--- config.mk ---
export PLATFORM = sky130hd
export DESIGN_NAME = work_stealing_task_deque_top
export DESIGN_NICKNAME = d
export VERILOG_FILES = /design/src/hdl/wstd_pkg.sv /design/src/hdl/wstd_ram.sv /design/src/hdl/wstd_ctrl.sv /design/src/hdl/work_stealing_task_deque_top.sv
export VERILOG_INCLUDE_DIRS = /design/src /design/src/hdl
export SDC_FILE = /design/constraint.sdc
export NUM_CORES = 1
export LEC_CHECK = 0
export BUFFER_PORTS_ARGS = -buffer_cell sky130_fd_sc_hd__buf_2
export CORE_ASPECT_RATIO = 0.9
export CORE_UTILIZATION = 60
export CTS_CLUSTER_SIZE = 12
export DETAILED_ROUTE_END_ITERATION = 7
export GPL_TIMING_DRIVEN = 0
export PLACE_DENSITY = 0.77
export SYNTH_ARGS = -nofsm -noshare
export SYNTH_HDL_FRONTEND = slang
export SYNTH_HIERARCHICAL = 1
export SYNTH_SLANG_ARGS = --single-unit
--- constraint.sdc ---
create_clock -name clk -period 10.2 [get_ports clk]
set_input_delay 1.02 -clock clk [delete_from_list [all_inputs] [get_ports clk]]
set_output_delay 1.02 -clock clk [all_outputs]
set_load 0.01 [all_outputs]
--- src/hdl/work_stealing_task_deque_top_defines.svh ---
// Assertion macros for the work-stealing task deque.
// Included by the top level; define NO_ASSERTIONS to compile them out.
`ifndef WORK_STEALING_TASK_DEQUE_TOP_DEFINES_SVH
`define WORK_STEALING_TASK_DEQUE_TOP_DEFINES_SVH

`ifndef NO_ASSERTIONS
// Expression must hold at every clock edge out of reset
`define WSTD_ASSERT_ALWAYS(lbl, expr, msg) \
  lbl: assert property (@(posedge clk) disable iff (!rst_n) (expr)) else $error(msg);
// Consequent must hold in the cycle after the antecedent
`define WSTD_ASSERT_NEXT(lbl, ante, cons, msg) \
  lbl: assert property (@(posedge clk) disable iff (!rst_n) (ante) |=> (cons)) else $error(msg);
`else
`define WSTD_ASSERT_ALWAYS(lbl, expr, msg)
`define WSTD_ASSERT_NEXT(lbl, ante, cons, msg)
`endif

`endif

--- src/hdl/wstd_pkg.sv ---
// Shared types, field widths and codes for the work-stealing task deque.
// No dependencies; imported by wstd_ctrl and the top level.
package wstd_pkg;

  // Parameter defaults
  localparam int DEPTH_DEF        = 64;
  localparam int HANDLE_WIDTH_DEF = 16;

  // Field widths of the stream and register ports
  localparam int REQ_W         = 2;
  localparam int TASK_HANDLE_W = 16;
  localparam int OUT_HANDLE_W  = 16;
  localparam int STATUS_W      = 2;
  localparam int ENTRY_COUNT_W = 7;
  localparam int IN_TDATA_W    = 16;
  localparam int IN_TUSER_W    = 2;
  localparam int OUT_TDATA_W   = 32;
  localparam int OUT_TUSER_W   = 1;
  localparam int CFG_ADDR_W    = 3;
  localparam int CFG_DATA_W    = 32;

  typedef logic [REQ_W-1:0]    req_t;
  typedef logic [STATUS_W-1:0] status_t;

  // Request codes
  localparam req_t REQ_ADD    = 2'd0;
  localparam req_t REQ_REMOVE = 2'd1;
  localparam req_t REQ_STEAL  = 2'd2;

  // Status codes
  localparam status_t STATUS_OK    = 2'd0;
  localparam status_t STATUS_EMPTY = 2'd1;
  localparam status_t STATUS_FULL  = 2'd2;

  // Register index (word address bit)
  localparam logic CFG_IDX_QUEUE_MODE = 1'b0;

  // Queue mode values
  localparam logic MODE_LIFO = 1'b0;

  // Decision of the pointer unit for one request
  typedef struct packed {
    logic    take;    // handle read from the store, result follows the read
    status_t status;
  } wstd_rsp_t;

endpackage

--- src/hdl/wstd_ram.sv ---
// Generic single-write, single-read synchronous RAM with registered read.
// No dependencies.
module wstd_ram #(
  parameter int WIDTH = 16,
  parameter int DEPTH = 64
) (
  input  logic                     clk,
  input  logic                     we,
  input  logic [$clog2(DEPTH)-1:0] waddr,
  input  logic [WIDTH-1:0]         wdata,
  input  logic                     re,
  input  logic [$clog2(DEPTH)-1:0] raddr,
  output logic [WIDTH-1:0]         rdata
);

  logic [WIDTH-1:0] mem [DEPTH];

  // Write port
  always_ff @(posedge clk) begin
    if (we) begin
      mem[waddr] <= wdata;
    end
  end

  // Registered read port
  always_ff @(posedge clk) begin
    if (re) begin
      rdata <= mem[raddr];
    end
  end

endmodule

--- src/hdl/wstd_ctrl.sv ---
// Pointer and count unit of the task deque: decodes a request, steps the
// front and back pointers and issues the RAM access. Uses wstd_pkg.
module wstd_ctrl #(
  parameter int DEPTH        = wstd_pkg::DEPTH_DEF,
  parameter int HANDLE_WIDTH = wstd_pkg::HANDLE_WIDTH_DEF
) (
  input  logic                       clk,
  input  logic                       rst_n,
  input  logic                       go,
  input  wstd_pkg::req_t             req,
  input  logic [HANDLE_WIDTH-1:0]    handle,
  input  logic                       mode,
  output logic                       wen,
  output logic [$clog2(DEPTH)-1:0]   waddr,
  output logic [HANDLE_WIDTH-1:0]    wdata,
  output logic                       ren,
  output logic [$clog2(DEPTH)-1:0]   raddr,
  output wstd_pkg::wstd_rsp_t        rsp,
  output logic [$clog2(DEPTH+1)-1:0] count_nxt
);
  import wstd_pkg::*;

  localparam int PTR_W = $clog2(DEPTH);
  localparam int CNT_W = $clog2(DEPTH + 1);
  localparam logic [PTR_W-1:0] PTR_LAST = PTR_W'(DEPTH - 1);
  localparam logic [CNT_W-1:0] CNT_FULL = CNT_W'(DEPTH);

  logic [PTR_W-1:0] front_r, front_nxt;
  logic [PTR_W-1:0] back_r, back_nxt;
  logic [CNT_W-1:0] count_r;
  logic [PTR_W-1:0] front_inc, front_dec, back_inc, back_dec;
  logic             is_full, is_empty;

  // Circular neighbors of both pointers
  assign front_inc = (front_r == PTR_LAST) ? '0 : front_r + 1'b1;
  assign front_dec = (front_r == '0) ? PTR_LAST : front_r - 1'b1;
  assign back_inc  = (back_r == PTR_LAST) ? '0 : back_r + 1'b1;
  assign back_dec  = (back_r == '0) ? PTR_LAST : back_r - 1'b1;

  assign is_full  = (count_r == CNT_FULL);
  assign is_empty = (count_r == '0);
  assign wdata    = handle;

  // Decode the request and plan the pointer step
  always_comb begin
    front_nxt   = front_r;
    back_nxt    = back_r;
    count_nxt   = count_r;
    wen         = 1'b0;
    waddr       = back_r;
    ren         = 1'b0;
    raddr       = front_r;
    rsp.take    = 1'b0;
    rsp.status  = STATUS_OK;
    unique case (req)
      REQ_ADD: begin
        if (is_full) begin
          rsp.status = STATUS_FULL;
        end else if (mode == MODE_LIFO) begin
          front_nxt = front_dec;
          waddr     = front_dec;
          wen       = go;
          count_nxt = count_r + 1'b1;
        end else begin
          back_nxt  = back_inc;
          waddr     = back_r;
          wen       = go;
          count_nxt = count_r + 1'b1;
        end
      end
      REQ_REMOVE: begin
        if (is_empty) begin
          rsp.status = STATUS_EMPTY;
        end else begin
          raddr     = front_r;
          ren       = go;
          rsp.take  = 1'b1;
          front_nxt = front_inc;
          count_nxt = count_r - 1'b1;
        end
      end
      REQ_STEAL: begin
        if (is_empty) begin
          rsp.status = STATUS_EMPTY;
        end else begin
          raddr     = back_dec;
          ren       = go;
          rsp.take  = 1'b1;
          back_nxt  = back_dec;
          count_nxt = count_r - 1'b1;
        end
      end
      default: begin
        // Unused code: no operation
      end
    endcase
  end

  // Commit the step on an accepted transaction
  always_ff @(posedge clk) begin
    if (!rst_n) begin
      front_r <= '0;
      back_r  <= '0;
      count_r <= '0;
    end else if (go) begin
      front_r <= front_nxt;
      back_r  <= back_nxt;
      count_r <= count_nxt;
    end
  end

endmodule

--- src/hdl/work_stealing_task_deque_top.sv ---
// Work-stealing task deque: a bounded deque of task handles held in one RAM.
// An add places its handle at the front (queue_mode 0, LIFO) or at the back
// (queue_mode 1, FIFO); a remove takes from the front, a steal from the back.
// Each request transaction yields one result transaction with the taken
// handle, a status (ok, empty, full), the entry count and an empty flag.
// Adds, takes from an empty deque and the unused request code present their
// result in the cycle after the accept; a remove or steal returning a handle
// waits in ST_READ for the registered RAM read. The RAM needs no clearing pass
// after reset: only entries that hold handles are ever read.
// Depends on wstd_pkg, wstd_ctrl, wstd_ram and the assertion macro header.
`include "work_stealing_task_deque_top_defines.svh"

module work_stealing_task_deque_top #(
  parameter int DEPTH        = wstd_pkg::DEPTH_DEF,
  parameter int HANDLE_WIDTH = wstd_pkg::HANDLE_WIDTH_DEF
) (
  input  logic                            clk,
  input  logic                            rst_n,
  // Request stream
  input  logic                            in_tvalid,
  output logic                            in_tready,
  input  logic [wstd_pkg::IN_TDATA_W-1:0] in_tdata,   // [15:0] task_handle
  input  logic [wstd_pkg::IN_TUSER_W-1:0] in_tuser,   // [1:0] req_type
  // Result stream
  output logic                             out_tvalid,
  input  logic                             out_tready,
  // [15:0] out_handle, [17:16] status, [24:18] entry_count, [25] is_empty
  output logic [wstd_pkg::OUT_TDATA_W-1:0] out_tdata,
  output logic [wstd_pkg::OUT_TUSER_W-1:0] out_tuser,  // [0] handle_valid
  // Register port
  input  logic                            cfg_psel,
  input  logic                            cfg_penable,
  input  logic                            cfg_pwrite,
  input  logic [wstd_pkg::CFG_ADDR_W-1:0] cfg_paddr,
  input  logic [wstd_pkg::CFG_DATA_W-1:0] cfg_pwdata,
  output logic [wstd_pkg::CFG_DATA_W-1:0] cfg_prdata,
  output logic                            cfg_pready
);
  import wstd_pkg::*;

  localparam int PTR_W = $clog2(DEPTH);
  localparam int CNT_W = $clog2(DEPTH + 1);
  localparam int PAD_W = OUT_TDATA_W - OUT_HANDLE_W - STATUS_W - ENTRY_COUNT_W - 1;

  // Sequencer states
  localparam logic ST_IDLE = 1'b0;
  localparam logic ST_READ = 1'b1;

  logic                    state_r, state_nxt;
  logic                    mode_r;
  logic                    cfg_wr;
  logic                    accept;
  logic                    wen, ren;
  logic [PTR_W-1:0]        waddr, raddr;
  logic [HANDLE_WIDTH-1:0] wdata, rdata;
  logic [HANDLE_WIDTH-1:0] handle_in;
  wstd_rsp_t               rsp;
  logic [CNT_W-1:0]        count_nxt;

  logic                     out_valid_r, out_valid_nxt;
  logic [OUT_HANDLE_W-1:0]  out_handle_r;
  logic                     out_hvalid_r;
  status_t                  out_status_r;
  logic [ENTRY_COUNT_W-1:0] out_count_r;
  logic                     out_empty_r;

  // Register port: single mode register, always ready
  assign cfg_pready = 1'b1;
  assign cfg_wr     = cfg_psel & cfg_penable & cfg_pwrite & cfg_pready
                    & (cfg_paddr[2] == CFG_IDX_QUEUE_MODE);
  assign cfg_prdata = (cfg_paddr[2] == CFG_IDX_QUEUE_MODE)
                    ? {{(CFG_DATA_W-1){1'b0}}, mode_r} : '0;

  always_ff @(posedge clk) begin
    if (!rst_n) begin
      mode_r <= MODE_LIFO;
    end else if (cfg_wr) begin
      mode_r <= cfg_pwdata[0];
    end
  end

  // Take a request while idle and the result register is free or draining
  assign in_tready = (state_r == ST_IDLE) && (!out_valid_r || out_tready);
  assign accept    = in_tvalid & in_tready;
  assign handle_in = HANDLE_WIDTH'(in_tdata[TASK_HANDLE_W-1:0]);

  wstd_ctrl #(
    .DEPTH        (DEPTH),
    .HANDLE_WIDTH (HANDLE_WIDTH)
  ) u_ctrl (
    .clk       (clk),
    .rst_n     (rst_n),
    .go        (accept),
    .req       (in_tuser[REQ_W-1:0]),
    .handle    (handle_in),
    .mode      (mode_r),
    .wen       (wen),
    .waddr     (waddr),
    .wdata     (wdata),
    .ren       (ren),
    .raddr     (raddr),
    .rsp       (rsp),
    .count_nxt (count_nxt)
  );

  wstd_ram #(
    .WIDTH (HANDLE_WIDTH),
    .DEPTH (DEPTH)
  ) u_store (
    .clk   (clk),
    .we    (wen),
    .waddr (waddr),
    .wdata (wdata),
    .re    (ren),
    .raddr (raddr),
    .rdata (rdata)
  );

  // Wait in ST_READ for the RAM when a handle is taken
  always_comb begin
    state_nxt = state_r;
    unique case (state_r)
      ST_IDLE: begin
        if (accept && rsp.take) begin
          state_nxt = ST_READ;
        end
      end
      ST_READ: state_nxt = ST_IDLE;
      default: state_nxt = ST_IDLE;
    endcase
  end

  // Result valid: drop on drain, raise on a finished request
  always_comb begin
    out_valid_nxt = out_valid_r;
    if (out_valid_r && out_tready) begin
      out_valid_nxt = 1'b0;
    end
    if ((accept && !rsp.take) || (state_r == ST_READ)) begin
      out_valid_nxt = 1'b1;
    end
  end

  always_ff @(posedge clk) begin
    if (!rst_n) begin
      state_r     <= ST_IDLE;
      out_valid_r <= 1'b0;
    end else begin
      state_r     <= state_nxt;
      out_valid_r <= out_valid_nxt;
    end
  end

  // Result payload: status and count at accept, handle after the read
  always_ff @(posedge clk) begin
    if (accept) begin
      out_handle_r <= '0;
      out_hvalid_r <= 1'b0;
      out_status_r <= rsp.status;
      out_count_r  <= ENTRY_COUNT_W'(count_nxt);
      out_empty_r  <= (count_nxt == '0);
    end else if (state_r == ST_READ) begin
      out_handle_r <= OUT_HANDLE_W'(rdata);
      out_hvalid_r <= 1'b1;
    end
  end

  assign out_tvalid = out_valid_r;
  assign out_tdata  = {{PAD_W{1'b0}}, out_empty_r, out_count_r, out_status_r, out_handle_r};
  assign out_tuser  = out_hvalid_r;

  // Checks
  `WSTD_ASSERT_ALWAYS(a_count_bound, count_nxt <= CNT_W'(DEPTH), "entry count above depth")
  `WSTD_ASSERT_NEXT(a_take_waits, accept && rsp.take, (state_r == ST_READ) && !out_valid_r, "take did not wait for RAM read")
  `WSTD_ASSERT_NEXT(a_read_result, state_r == ST_READ, out_valid_r && out_hvalid_r && (out_status_r == STATUS_OK), "taken handle not presented")
  `WSTD_ASSERT_NEXT(a_fast_result, accept && !rsp.take, out_valid_r && !out_hvalid_r && (state_r == ST_IDLE), "one-cycle request not presented")

endmodule
Word level (Yosys, flattened, before mapping)
Memories as Yosys holds them, arrays and structs flattened. A register that Yosys moved wholly into a read port is not among the register bits. Cells that the tools add are included.

Flip-flop bits (word level): 49. RAM bits: 1024. Memories: 1. Input port bits: 60.

Memories: u_store.mem (words 64, bits a word 16, rd ports 1, clocked after Yosys merged registers in 1, wr ports 1, line wstd_ram.sv:16) `logic [WIDTH-1:0] mem [DEPTH];`.

Equality and inequality tests: 10. Multiplexer cells: 36. Add/sub/neg operators: 6. Reductions and logical operators: 19. Bitwise gates (word level): 6.

Operators by type and width (count): $mux 6 (15); $pmux 6 s2 (2); $logic_not 7->1 (2); $mux 7 (2); $pmux 7 s2 (1); $mux 1 (13); $add 6x1->6 const B (2); $eq 6x6->1 const B (2); $logic_not 6->1 (2); $sub 6x1->6 const B (2); $ne 2x2->1 const B (5); $reduce_and 5->1 (2); $add 7x1->7 const B (1); $eq 7x7->1 const B (1); $sub 7x1->7 const B (1); $reduce_bool 2->1 (3); $and 1x1->1 (4); $logic_and 1x1->1 (4); $pmux 2 s2 (1); $eq 2x1->1 const B (1); $eq 2x2->1 const B (1); $logic_not 1->1 (2); $logic_not 2->1 (1); $logic_or 1x1->1 (2); other kinds (4) (5).

Longest topological paths before layout
Word-level depth: 8. Depth in mapped cells: 17. Depth with buffers taken out: 11.

Cells and area by module
Netlist, hierarchy kept.

By module, submodules not included: wstd_ram (cells each 1829, area each 40202.3 um^2, instances 1, seq. area each 31230.0 um^2); wstd_ctrl (cells each 304, area each 2124.5 um^2, instances 1, seq. area each 380.4 um^2); work_stealing_task_deque_top (cells each 129, area each 1427.6 um^2, instances 1, seq. area each 700.7 um^2).

Least setup slack after synthesis
OpenSTA, ideal clock, no wires.

Kind: input -> register. Start: input port in_tuser[0] (netlist name). End: memory u_store.mem[49][0], enable pin. Setup time: 409 ps. Path buffers: 2. Data arrival time: 4041 ps. Stages: 11. Setup slack: 5750 ps. Required time: 9791 ps. Cell sequence: inv_1 > ha_1 > clkbuf_1 > inv_1 > a41o_1 > nor2_1 > clkbuf_1 > nor2_1 > a31oi_1 > nand4_1 > nor3_1.

RTL lines: start, declared (line work_stealing_task_deque_top.sv:23) `input logic [wstd_pkg::IN_TUSER_W-1:0] in_tuser,`; $logic_not 2->1 (line wstd_ctrl.sv:55) `unique case (req)`; $mux 6 (line wstd_ctrl.sv:55); named net waddr[0] (line work_stealing_task_deque_top.sv:54) `logic [PTR_W-1:0] waddr, raddr;`; end, declared (line wstd_ram.sv:16).

The timed path passes the listed nets, and every way through them passes these cells.

Final worst setup path
Start: input port in_tuser[0] (netlist name). End: memory u_store.mem[43][6], enable pin.

Same word-level chain as after synthesis.

==> impl_metrics.prom <==
# TYPE chip_impl_metric gauge
chip_impl_info{name="run_status",value="completed"} 1
chip_impl_metric{name="finalWirelength",unit="µm"} 108900
chip_impl_metric{name="tritoncts.num_buffers",unit=""} 107
chip_impl_metric{name="design.final.nets",unit=""} 2550
chip_impl_metric{name="ys.warnings.count",unit=""} 6
chip_impl_info{name="tritoncts",value="yes"} 1
chip_impl_metric{name="fmax",unit="GHz"} 0.1746
chip_impl_metric{name="asyncSetResetFlopFracSynth",unit=""} 0
chip_impl_metric{name="power.net_switching",unit="W"} 0.002599
chip_impl_metric{name="place.gp.congestion",unit=""} 1.002
chip_impl_metric{name="final_design_area_no_fill",unit="µm²"} 49020
chip_impl_metric{name="drt_pre_antenna_iters",unit=""} 6
chip_impl_metric{name="wl_per_cell",unit="µm"} 31.23
chip_impl_metric{name="cts.hold.buffers_added",unit=""} 0
chip_impl_metric{name="std_cell_rows",unit=""} 93
chip_impl_info{name="critical_path_class",value="in -> reg"} 1
chip_impl_metric{name="power.switching_fraction",unit=""} 0.2549
chip_impl_info{name="clock_tree.root_cell",value="clkbuf_16"} 1
chip_impl_metric{name="dieArea",unit="µm²"} 74010
chip_impl_info{name="postSynth.topFlopCell",value="edfxtp_1"} 1
chip_impl_metric{name="maxSlewViolCount",unit=""} 0
chip_impl_metric{name="coreArea",unit="µm²"} 71800
chip_impl_metric{name="ratio_of_total_power_to_cell_area",unit="nW/µm²"} 208.0
chip_impl_metric{name="layout_worst_path_cycle_share",unit=""} 0.5615
chip_impl_metric{name="syn_inst_count",unit=""} 2262
chip_impl_metric{name="least_margin_pin_slew",unit="ps"} 1362
chip_impl_metric{name="grt_pass1_wl",unit="µm"} 157000
chip_impl_metric{name="floorplan.die.height",unit="µm"} 258.2
chip_impl_metric{name="power.combinational.fraction",unit=""} 0.159
chip_impl_metric{name="power_frac_clock",unit=""} 0.354
chip_impl_metric{name="post_synth_edffs",unit=""} 1050
chip_impl_info{name="startpoint_type",value="input pin"} 1
chip_impl_metric{name="synth-seq-area-share",unit=""} 0.7385
chip_impl_metric{name="chipWidth",unit="µm"} 286.7
chip_impl_metric{name="crit_path_max_incr_delay",unit="ps"} 1340
chip_impl_metric{name="number_of_failing_hold_endpoints_at_the_final_stage",unit=""} 0
chip_impl_metric{name="hold-path-cell-count",unit=""} 2
chip_impl_info{name="list_of_cells_traversed_by_the_critical_path",value="buf_2 -> inv_1 -> ha_1 -> clkbuf_1 -> inv_1 -> a41o_1 -> nor2_1 -> clkbuf_1 -> nor2_1 -> a21oi_1 -> clkbuf_1 -> nor2b_1 -> nand3_1 -> nor2_1"} 1
chip_impl_metric{name="min_period",unit="ps"} 5727
chip_impl_metric{name="total_of_cells_resized_after_clock_tree_synthesis",unit=""} 0
chip_impl_metric{name="skew",unit="ps"} 22.77
chip_impl_metric{name="finalSetupTns",unit="ps"} 0
chip_impl_metric{name="maxCapViolations",unit=""} 0
chip_impl_metric{name="largest_net_degree_at_the_start_of_global_routing",unit=""} 65
chip_impl_info{name="worstHoldPathType",value="reg -> reg"} 1
chip_impl_metric{name="grt_antenna_before_repair",unit=""} 3
chip_impl_metric{name="cts.clk_slew.worst_paths",unit="ps"} 60
chip_impl_metric{name="worstPathRequired",unit="ps"} 10470
chip_impl_metric{name="htreeDepth",unit=""} 3
chip_impl_metric{name="grt_overflow_total",unit=""} 0
chip_impl_metric{name="routed_via_density",unit=""} 6.712
chip_impl_metric{name="dp.final_hpwl",unit="µm"} 69620
chip_impl_metric{name="slew_headroom",unit=""} 0.08841
chip_impl_metric{name="port_buffers",unit=""} 40
chip_impl_metric{name="antenna_violating_nets_post_route",unit=""} 0
chip_impl_metric{name="numClockSinks",unit=""} 1089
chip_impl_metric{name="r2r_slack",unit="ps"} 4860
chip_impl_metric{name="drc",unit=""} 0
chip_impl_metric{name="worst_ep_arrival_time",unit="ps"} 6000
chip_impl_metric{name="synthDistinctLibCells",unit=""} 75
chip_impl_metric{name="clk_latency",unit="ps"} 680
chip_impl_metric{name="postCtsSetupBuffers",unit=""} 0
chip_impl_metric{name="grt_use_total",unit=""} 0.2997
chip_impl_info{name="critical_path.endpoint_type",value="flop"} 1
chip_impl_metric{name="ir_worst_vdd",unit="µV"} 184.6
chip_impl_metric{name="post_synth.cell_area_avg",unit="µm²"} 19.34
chip_impl_metric{name="placed_instance_area",unit="µm²"} 45880
chip_impl_metric{name="vias_in_the_first_global_route",unit=""} 23132
chip_impl_metric{name="clockBufferDepth",unit=""} 3
chip_impl_metric{name="via_count",unit=""} 23406
chip_impl_metric{name="synth-seq-cells",unit=""} 1089
chip_impl_metric{name="floorplan.initialDensity",unit=""} 0.6094
chip_impl_metric{name="critical_path_peak_fanout",unit=""} 16
chip_impl_metric{name="finalSetupViolations",unit=""} 0
chip_impl_metric{name="internal-power",unit="W"} 0.007598
chip_impl_metric{name="syn-cell-area",unit="µm²"} 43750
chip_impl_metric{name="post_route_cells_drive_above_1_share",unit=""} 0.2622
chip_impl_info{name="grt_setup_unrepaired",value="false"} 1
chip_impl_metric{name="reg2reg_depth",unit=""} 13
chip_impl_metric{name="layout-area-overhead-vs-synth",unit="%"} 12.03
chip_impl_info{name="critical-path-slowest-cell",value="nor2_1"} 1
chip_impl_metric{name="io_pins",unit=""} 128
chip_impl_metric{name="drtIter0Drc",unit=""} 3353
chip_impl_metric{name="p_leak",unit="nW"} 15.47
chip_impl_metric{name="fin_util",unit=""} 0.6828
chip_impl_metric{name="sequentialPowerShare",unit=""} 0.487
==> cells in the final DEF (no fill, tap or decap), types with 42 or more instances in the layout <==
cell / count
nand2_1: 81
edfxtp_1: 1050
nor2_2: 61
buf_4: 72
nor2_1: 42
clkbuf_16: 110
buf_2: 83
mux2i_1: 107
mux4_2: 220
clkbuf_1: 74
==> worst max-delay path: cells and delay by family <==
family | cells | cell delay, ps
compound gates | 2 | 590
buf+inv | 6 | 1630
fa+ha+maj | 1 | 140
simple gates | 5 | 2600
==> flip-flops by register name (all words and copies together) (netlist names), 2 cells and up <==
| signal | flops |
|---|---|
| u_ctrl/back_r | 6 |
| u_ctrl/count_r | 7 |
| u_store/rdata | 16 |
| out_count_r | 7 |
| u_ctrl/front_r | 6 |
| u_store/mem | 1024 |
| out_status_r | 2 |
| out_handle_r | 16 |
==> per-layer routing <==
metal  GRT usage  wire length (µm)  vias to the layer above
met2      0.4690             51850                     1476
li1            -                 -                     9570
met1      0.4121             40330                    12076
met4      0.1154              4584                        2
met3     0.07323             12130                      282
met5           0                 7                        -
==> Yosys cell counts, types with 28 or more instances <==
library cell  count  area [µm²]
nor2_1          101       379.1
buf_4            70       525.5
dfxtp_1          39       780.8
a22oi_1          39       292.8
a21oi_1          39       195.2
buf_2            43       215.2
nor2b_1          32       200.2
mux4_2          220        4955
a31oi_1          33       206.5
mux2_2           28       315.3
mux2i_1         107        1071
nand2_1          81       304.0
clkbuf_1         46       172.7
edfxtp_1       1050       31530
nand3_1          37       185.2
==> power groups by stage <==
stage	logic (W)	clock network (W)	registers [W]
6_report	0.00162	0.00361	0.00496
3_5_place_dp	0.00157	0	0.00506
3_3_place_gp	0.00153	0	0.00506
4_1_cts	0.00158	0.00364	0.00496
2_1_floorplan	0.00101	0	0.00506
5_1_grt	0.00167	0.00381	0.00497
==> worst paths after layout <==
kind                          start                 end
setup reg to reg  u_ctrl/count_r[5]    u_store/rdata[1]
hold reg to reg           out_tuser           out_tuser
hold / removal            out_tuser           out_tuser
setup / recovery        in_tuser[0]  u_store/mem[43][6]
==> stage by stage <==
| step | worst slack, ps | cells | hold slack, ps | total power (W) |
|---|---|---|---|---|
| floorplan | 5750 | 2298 | 454.7 | 0.006067 |
| global placement | 3731 | 3288 | 464.0 | 0.006590 |
| detailed placement | 3959 | 3319 | 466.6 | 0.006625 |
| CTS | 4649 | 3486 | 474.2 | 0.01019 |
| global route | 4420 | 3486 | 512.8 | 0.01045 |
| finish | 4473 | 3487 | 468.5 | 0.01020 |
==> cell families after synthesis <==
kind of cell	count (synthesis)	share of synthesized area
simple gates	332	0.03749
xor+xnor	9	0.001802
other cells	2	0.0001716
compound gates	247	0.04003
fa+ha+maj	12	0.003431
mux	359	0.1473
flops	1089	0.7385
buf+inv	212	0.03128
==> cell type report <==
type,instances,area [µm²]
multi-input cells,997,10370
plain buffers,192,1294
diodes,1,2.502
repair buffers,71,649.4
well taps,950,1189
clock inverters,26,232.7
flip-flops and latches,1089,32310
clock buffers,141,2899
inverters,20,75.07
fillers,4419,22780
(Power assumes the default switching activity.)
